**config.mk**
```make
export PLATFORM = sky130hd
export DESIGN_NAME = ncst_front
export DESIGN_NICKNAME = d
export VERILOG_FILES = /design/src/rtl/ncst_pkg.sv /design/src/rtl/ncst_front.sv
export SDC_FILE = /design/constraint.sdc
export NUM_CORES = 1
export LEC_CHECK = 0
export ABC_CLOCK_PERIOD_IN_PS = 9300
export BUFFER_PORTS_ARGS = -buffer_cell sky130_fd_sc_hd__buf_2
export CAP_MARGIN = 20
export CORE_UTILIZATION = 58
export CTS_CLUSTER_SIZE = 8
export DETAILED_ROUTE_END_ITERATION = 8
export GPL_TIMING_DRIVEN = 0
export PLACE_DENSITY = 0.95
export SLEW_MARGIN = 20
export SYNTH_ARGS = -nofsm -noshare
export SYNTH_HDL_FRONTEND = slang
export SYNTH_SLANG_ARGS = --single-unit
```
**constraint.sdc**
```tcl
create_clock -name clk_i -period 9.3 [get_ports clk_i]
set_input_delay 1.86 -clock clk_i [delete_from_list [all_inputs] [get_ports clk_i]]
set_output_delay 1.86 -clock clk_i [all_outputs]
set_load 0.005 [all_outputs]
```
**src/rtl/ncst_pkg.sv**
```systemverilog
// Package: constants, types and helpers shared by the nearest-cost tree unit
`timescale 1ns / 1ps
package ncst_pkg;
  localparam int unsigned MaxPositions = 1024;
  localparam int unsigned PriceBits    = 30;
  localparam int unsigned LeafBits     = $clog2(MaxPositions);
  localparam int unsigned NodeBits     = LeafBits + 1;
  localparam int unsigned PosBits      = 11;
  localparam int unsigned KeyBits      = PriceBits + 1;
  localparam int unsigned CostBits     = 31;
  localparam int unsigned QueueDepth   = 2;

  typedef enum logic {
    OP_SET   = 1'b0,
    OP_QUERY = 1'b1
  } op_e;

  typedef enum logic [1:0] {
    CMD_SET   = 2'd0,
    CMD_QUERY = 2'd1,
    CMD_ERROR = 2'd2
  } cmd_e;

  typedef struct packed {
    cmd_e                 cmd;
    logic [LeafBits-1:0]  leaf;
    logic [PosBits-1:0]   pos;
    logic [PosBits-1:0]   n;
    logic [PriceBits-1:0] price;
  } cmd_t;

  typedef enum logic [3:0] {
    ST_IDLE,
    ST_SET_LEAF,
    ST_SET_RD,
    ST_SET_WAIT,
    ST_SET_WR,
    ST_Q_PRICE,
    ST_Q_PWAIT,
    ST_Q_STEP,
    ST_Q_WAIT,
    ST_Q_ACC,
    ST_Q_DONE,
    ST_CLEAR
  } state_e;
endpackage

```
**src/rtl/ncst_front.sv**
```systemverilog
// Front end: accepts input beats, checks ranges and turns them into commands
`timescale 1ns / 1ps
module ncst_front (
  input  logic                           clk_i,
  input  logic                           rst_ni,
  input  logic                           in_valid_i,
  output logic                           in_ready_o,
  input  logic                           operation_i,
  input  logic [ncst_pkg::PosBits-1:0]   position_i,
  input  logic [ncst_pkg::PriceBits-1:0] price_value_i,
  input  logic                           cfg_we_i,
  input  logic [ncst_pkg::PosBits-1:0]   cfg_wdata_i,
  output logic                           cmd_valid_o,
  input  logic                           cmd_ready_i,
  output ncst_pkg::cmd_t                 cmd_o
);
  import ncst_pkg::*;

  logic [PosBits-1:0] n_q;
  cmd_t               cmd_d;
  cmd_t               fifo_q [QueueDepth];
  logic [$clog2(QueueDepth)-1:0] wp_q, rp_q;
  logic [$clog2(QueueDepth):0]   cnt_q;
  logic push, pop;

  always_ff @(posedge clk_i or negedge rst_ni) begin
    if (!rst_ni) begin
      n_q <= PosBits'(MaxPositions);
    end else if (cfg_we_i) begin
      if (cfg_wdata_i == '0) n_q <= PosBits'(1);
      else if (cfg_wdata_i > PosBits'(MaxPositions)) n_q <= PosBits'(MaxPositions);
      else n_q <= cfg_wdata_i;
    end
  end

  always_comb begin
    cmd_d.leaf  = LeafBits'(position_i - PosBits'(1));
    cmd_d.pos   = position_i;
    cmd_d.n     = n_q;
    cmd_d.price = price_value_i;
    if (op_e'(operation_i) == OP_SET) cmd_d.cmd = CMD_SET;
    else if (position_i == '0 || position_i > n_q) cmd_d.cmd = CMD_ERROR;
    else cmd_d.cmd = CMD_QUERY;
  end

  assign in_ready_o  = (cnt_q != QueueDepth[$clog2(QueueDepth):0]);
  // sets outside the store are dropped here
  assign push = in_valid_i && in_ready_o &&
                !(op_e'(operation_i) == OP_SET &&
                  (position_i == '0 || position_i > PosBits'(MaxPositions)));
  assign cmd_valid_o = (cnt_q != '0);
  assign pop  = cmd_valid_o && cmd_ready_i;
  assign cmd_o = fifo_q[rp_q];

  always_ff @(posedge clk_i) begin
    if (push) fifo_q[wp_q] <= cmd_d;
  end

  always_ff @(posedge clk_i or negedge rst_ni) begin
    if (!rst_ni) begin
      wp_q <= '0; rp_q <= '0; cnt_q <= '0;
    end else begin
      if (push) wp_q <= wp_q + 1'b1;
      if (pop)  rp_q <= rp_q + 1'b1;
      cnt_q <= cnt_q + {{$clog2(QueueDepth){1'b0}}, push} -
               {{$clog2(QueueDepth){1'b0}}, pop};
    end
  end
endmodule

```
Word level (Yosys, flattened, before mapping):

Memories as Yosys holds them, arrays and structs flattened.
Cells that the tools add are included.

* register bits after elaboration: 15
* latch bits: 0
* memory bits (writable): 128
* ROM bits: 0
* input port bits: 58
* output and inout bits: 66
* word-level logic and storage cells: 31
* memories kept: 1

Memories
* fifo_q: words 2, width 64, read ports 1, clocked after memory_dff 0, wr ports 1, RTL line ncst_front.sv:21 `cmd_t fifo_q [QueueDepth];`

* $add $sub $neg: 5
* $mul: 0
* divide/modulo/power cells: 0
* $lt $le $gt $ge: 3
* eq/ne operators: 1
* shifts and indexed selects: 0
* mux-type cells: 6
* bitwise gates (word level): 1
* reductions and logical operators: 10

Operators with widths (count)
* 11-bit > comparator (second input constant): 2
* 11-bit zero test: 2
* 11-bit 2-to-1 mux: 2
* 11-bit > comparator: 1
* 10-bit by 1-bit subtractor with 10-bit output (second input constant): 1
* 1-bit logical AND: 4
* 2-bit 2-to-1 mux: 2
* 1-bit adder (second input constant): 2
* 2-bit by 1-bit adder with 2-bit output: 1
* 1-bit logical OR: 2
* 1-bit 2-to-1 mux: 2
* 2-bit != test (second input constant): 1
* 2-bit nonzero test: 1
* 2-bit by 1-bit subtractor with 2-bit output: 1
* 1-bit zero test: 1
* 1-bit inverter: 1

Depth between registers and ports, before layout:

* word-level depth: 7
* gate-level depth with buffers: 11
* depth with buffers taken out: 10

Worst setup path before layout:

OpenSTA, ideal clock, no wires.

* path type: input port to flip-flop
* start point: input position_i[0] (netlist name)
* end point: memory fifo_q[0][0] (netlist name) (enable)
* library setup time: 0.488 ns
* arrival time: 5.707 ns
* data required time: 8.812 ns
* path slack: 3.105 ns
* cell stages on the path: 7
* buffers on the path: 1
* path through: inv_1 -> ha_1 -> nor3b_1 -> and4_2 -> or3_1 -> buf_6 -> nor2_1

* cells in the longest elaborated chain, start to end: 7
* elaborated cells on any way between the ends: 8
* those cells by class: order compare: 1; mux: 2; reduce/logical: 5

RTL lines
* from (decl): RTL line ncst_front.sv:9 `input logic [ncst_pkg::PosBits-1:0] position_i,`
* 11-bit > comparator / 11-bit zero test (equally long branches): RTL line ncst_front.sv:50 `(position_i == '0 || position_i > PosBits'(MaxPositions)));`
* 1-bit logical OR *: RTL line ncst_front.sv:50
* 1-bit logical AND *: RTL line ncst_front.sv:49 `!(op_e'(operation_i) == OP_SET &&`
* 1-bit zero test *: RTL line ncst_front.sv:49
* 1-bit logical AND *: RTL line ncst_front.sv:48 `assign push = in_valid_i && in_ready_o &&`
* 1-bit 2-to-1 mux *: RTL line ncst_front.sv:56 `if (push) fifo_q[wp_q] <= cmd_d;`
* 1-bit 2-to-1 mux (not written as such) *: RTL line ncst_front.sv:56
* to (decl): RTL line ncst_front.sv:21

Every way passes the cells marked *; elsewhere a longest branch is shown, timed or not.

Worst setup path in the final report:

* start point: input position_i[0] (netlist name)
* end point: memory fifo_q[0][14] (netlist name) (enable)

Same word-level chain as after synthesis.

==> reports/metrics.cfg <==
[logic_synthesis]
synthTopCellsByCount = edfxtp_1 (128), mux2_2 (64), inv_1 (17)
synthMuxAreaShare = 0.125
ys_ff_latch = 143
synth_edf_count = 128
synth_area_leader_cell = edfxtp_1
syn_nets = 399
synthAdderAreaFrac = 0.0304
synth_top_area_frac = 0.668
synthCells = 327
synth_top_family_by_area = multiplexers
syn-cell-area_mm2 = 0.00576
synth_cell_type_count = 37
synth_compound_area_frac = 0.0285
synth_most_common_cell = edfxtp_1
ys_top_cells_by_area = edfxtp_1 (67%), mux2_2 (13%), dfrtp_1 (6.1%)
synthFlopType = edfxtp_1
synth_xor_area_frac = 0.0196
ys_seq_area_frac = 0.733
async_flop_share = 0.105
synth-simple-area-share = 0.0437
synth.avg_cell_area_um2 = 17.6
ys_warn_count = 0

[die]
ios = 124
die_h_um = 102
die-area_mm2 = 0.0103
die-width_um = 102
core_area_mm2 = 0.00942
num_rows = 35
initial_core_util = 0.611

[clock_network]
cts_max_level = 4
cts_tree = yes
cts_hold_buf = 0
postCtsResizedCells = 0
clock_path_buffers = 2
numCtsBuffers = 17
cts.sinks = 143
clk_pin_slew_ns = 0.06
cts_setup_buffers = 0
cts_root_buf = clkbuf_8
clk_latency_ns = 0.51

[finish]
drive_gt1_frac = 0.484
nFillCells = 508
area_growth_pct = 26.0
register_area_mm2 = 0.00422
diodes = 0
stdcell_area_mm2 = 0.00725
fin_util = 0.770
fin_nets = 545
multiInputGateArea_mm2 = 0.00144

[global_route]
antenna_found_initial = 0
grt_overflow_total = 0
grt_max_degree = 25
grt_pass1_vias = 3534
grt.total_usage = 0.239
grt_pass1_wl_um = 17900

[sta]
finalCritPeriodShare = 0.453
clock_skew_ns = 0.00685
grt_setup_unrepaired = false
fin_tns_setup_ns = 0
setup_viol = 0
min_period_ns = 4.22
finalHoldViolCount = 0
clock.fmax_mhz = 237
worst_slew_pin_slew_ns = 0.666
relSlewSlack = 0.555
final-max-slew-violation-count = 0
timing.final.ws_setup_ns = 5.08

[critical_path]
critPathMaxFanout = 24
r2r_slack_ns = 6.90
rr_worst_depth = 7
endpoint_kind = flop
cp_data_required_time_ns = 9.51
crit_type = input pin to flop
worstReg2RegEnd = fifo_q[0][14]$_DFFE_PP_
r2r_start = cnt_q[0]$_DFF_PN0_
start_kind = input pin
startpoint = position_i[0]
crit_arrival_ns = 4.43

[power]
power_density_mw_per_mm2 = 280
finalPower_mw = 2.03
ir_worst_vdd_mv = 0.164
leakage_nw = 2.81

[place]
portBuffers = 123
gp_congestion = 0.809
dpl_cell_area_mm2 = 0.00664
dpl_worst_slack_ns = 4.64
dpl.hpwl_um = 7890

[drt]
dr.pass1.iters = 4
finalWirelength_um = 11800
drc = 0
drt_iter0_markers = 163
drtAntennaViolNets = 0
wl_per_cell_um = 19.2
vias = 3388
avgViaCountPerCell = 5.51

[min_path]
hp-class = flop to flop
hp-start = n_q[9]$_DFFE_PN0P_
hold_end = fifo_q[1][39]$_DFFE_PP_
hold_depth = 0

[run]
drv_cap = 0

[status]
status = finished, final reports clean

==> sequential cells by signal, indices dropped and copies added (netlist names) <==
register	count
wp_q	1
rp_q	1
cnt_q	2
fifo_q	128
n_q	11
==> power by group <==
| group | switching [mW] | internal (mW) |
|---|---|---|
| Clock | 0.255 | 0.436 |
| Combinational | 0.248 | 0.253 |
| Sequential | 0.0308 | 0.811 |
==> final cells by class <==
| class | count | share of cell area |
|---|---|---|
| plain buffers | 9 | 0.00656 |
| inverters | 17 | 0.00880 |
| multi-input cells | 158 | 0.198 |
| repair buffers | 127 | 0.0980 |
| well taps | 129 | 0.0223 |
| clock buffers | 18 | 0.0576 |
| clock inverters | 14 | 0.0262 |
| flip-flops and latches | 143 | 0.582 |
==> critical path: stages <==
cell	delay [ns]
buf_2	0.12
inv_1	0.12
ha_1	0.26
nor3b_1	0.40
o211ai_1	0.17
or3_1	0.34
buf_6	0.15
nor2_4	0.51
buf_12	0.27
buf_16	0.20
==> worst max-delay path by stage <==
stage	to	slack [ns]	cells after the start
floorplan	fifo_q[0][0]$_DFFE_PP_	3.10	7
global placement	fifo_q[0][12]$_DFFE_PP_	1.52	8
detailed placement	fifo_q[1][16]$_DFFE_PP_	4.64	10
CTS	fifo_q[0][14]$_DFFE_PP_	5.08	10
global route	fifo_q[0][58]$_DFFE_PP_	4.90	10
finish	fifo_q[0][14]$_DFFE_PP_	5.08	10
==> through the flow <==
| stage | instances | hold slack [ns] |
|---|---|---|
| finish | 615 | 0.480 |
| global route | 615 | 0.500 |
| CTS | 615 | 0.478 |
| detailed placement | 583 | 0.464 |
| global placement | 579 | 0.448 |
| floorplan | 327 | 0.442 |
==> cell usage in the layout (no fill, tap or decap), drive strengths merged, types with 3 or more instances in the layout <==
cell | Yosys | layout
nand3b | 6 | 6
nor2 | 9 | 9
dfrtp | 14 | 14
a21oi | 8 | 8
inv | 17 | 19
mux2 | 64 | 64
clkinv | 0 | 7
o21ai | 8 | 8
bufinv | 0 | 4
nand2 | 7 | 7
clkbuf | 3 | 21
nor3 | 3 | 3
ha | 14 | 14
nand2b | 3 | 3
nor4 | 3 | 3
xnor2 | 7 | 7
edfxtp | 128 | 128
xor2 | 5 | 5
a22o | 4 | 4
buf | 6 | 133
==> routing by layer <==
layer | track usage | wire length, µm
met5 | 0 | 0
met3 | 0.0683 | 797
met1 | 0.302 | 4920
met4 | 0.0792 | 119
met2 | 0.400 | 5960
==> cells by family after synthesis <==
family	after synthesis
AOI/OAI and AO/OA	26
xor gates and xnor gates	12
adders and majority gates	14
buffers and inverters	26
DFF	143
muxes	64
and+or+nand+nor	42
No activity file was read; power rests on OpenSTA's default activity.
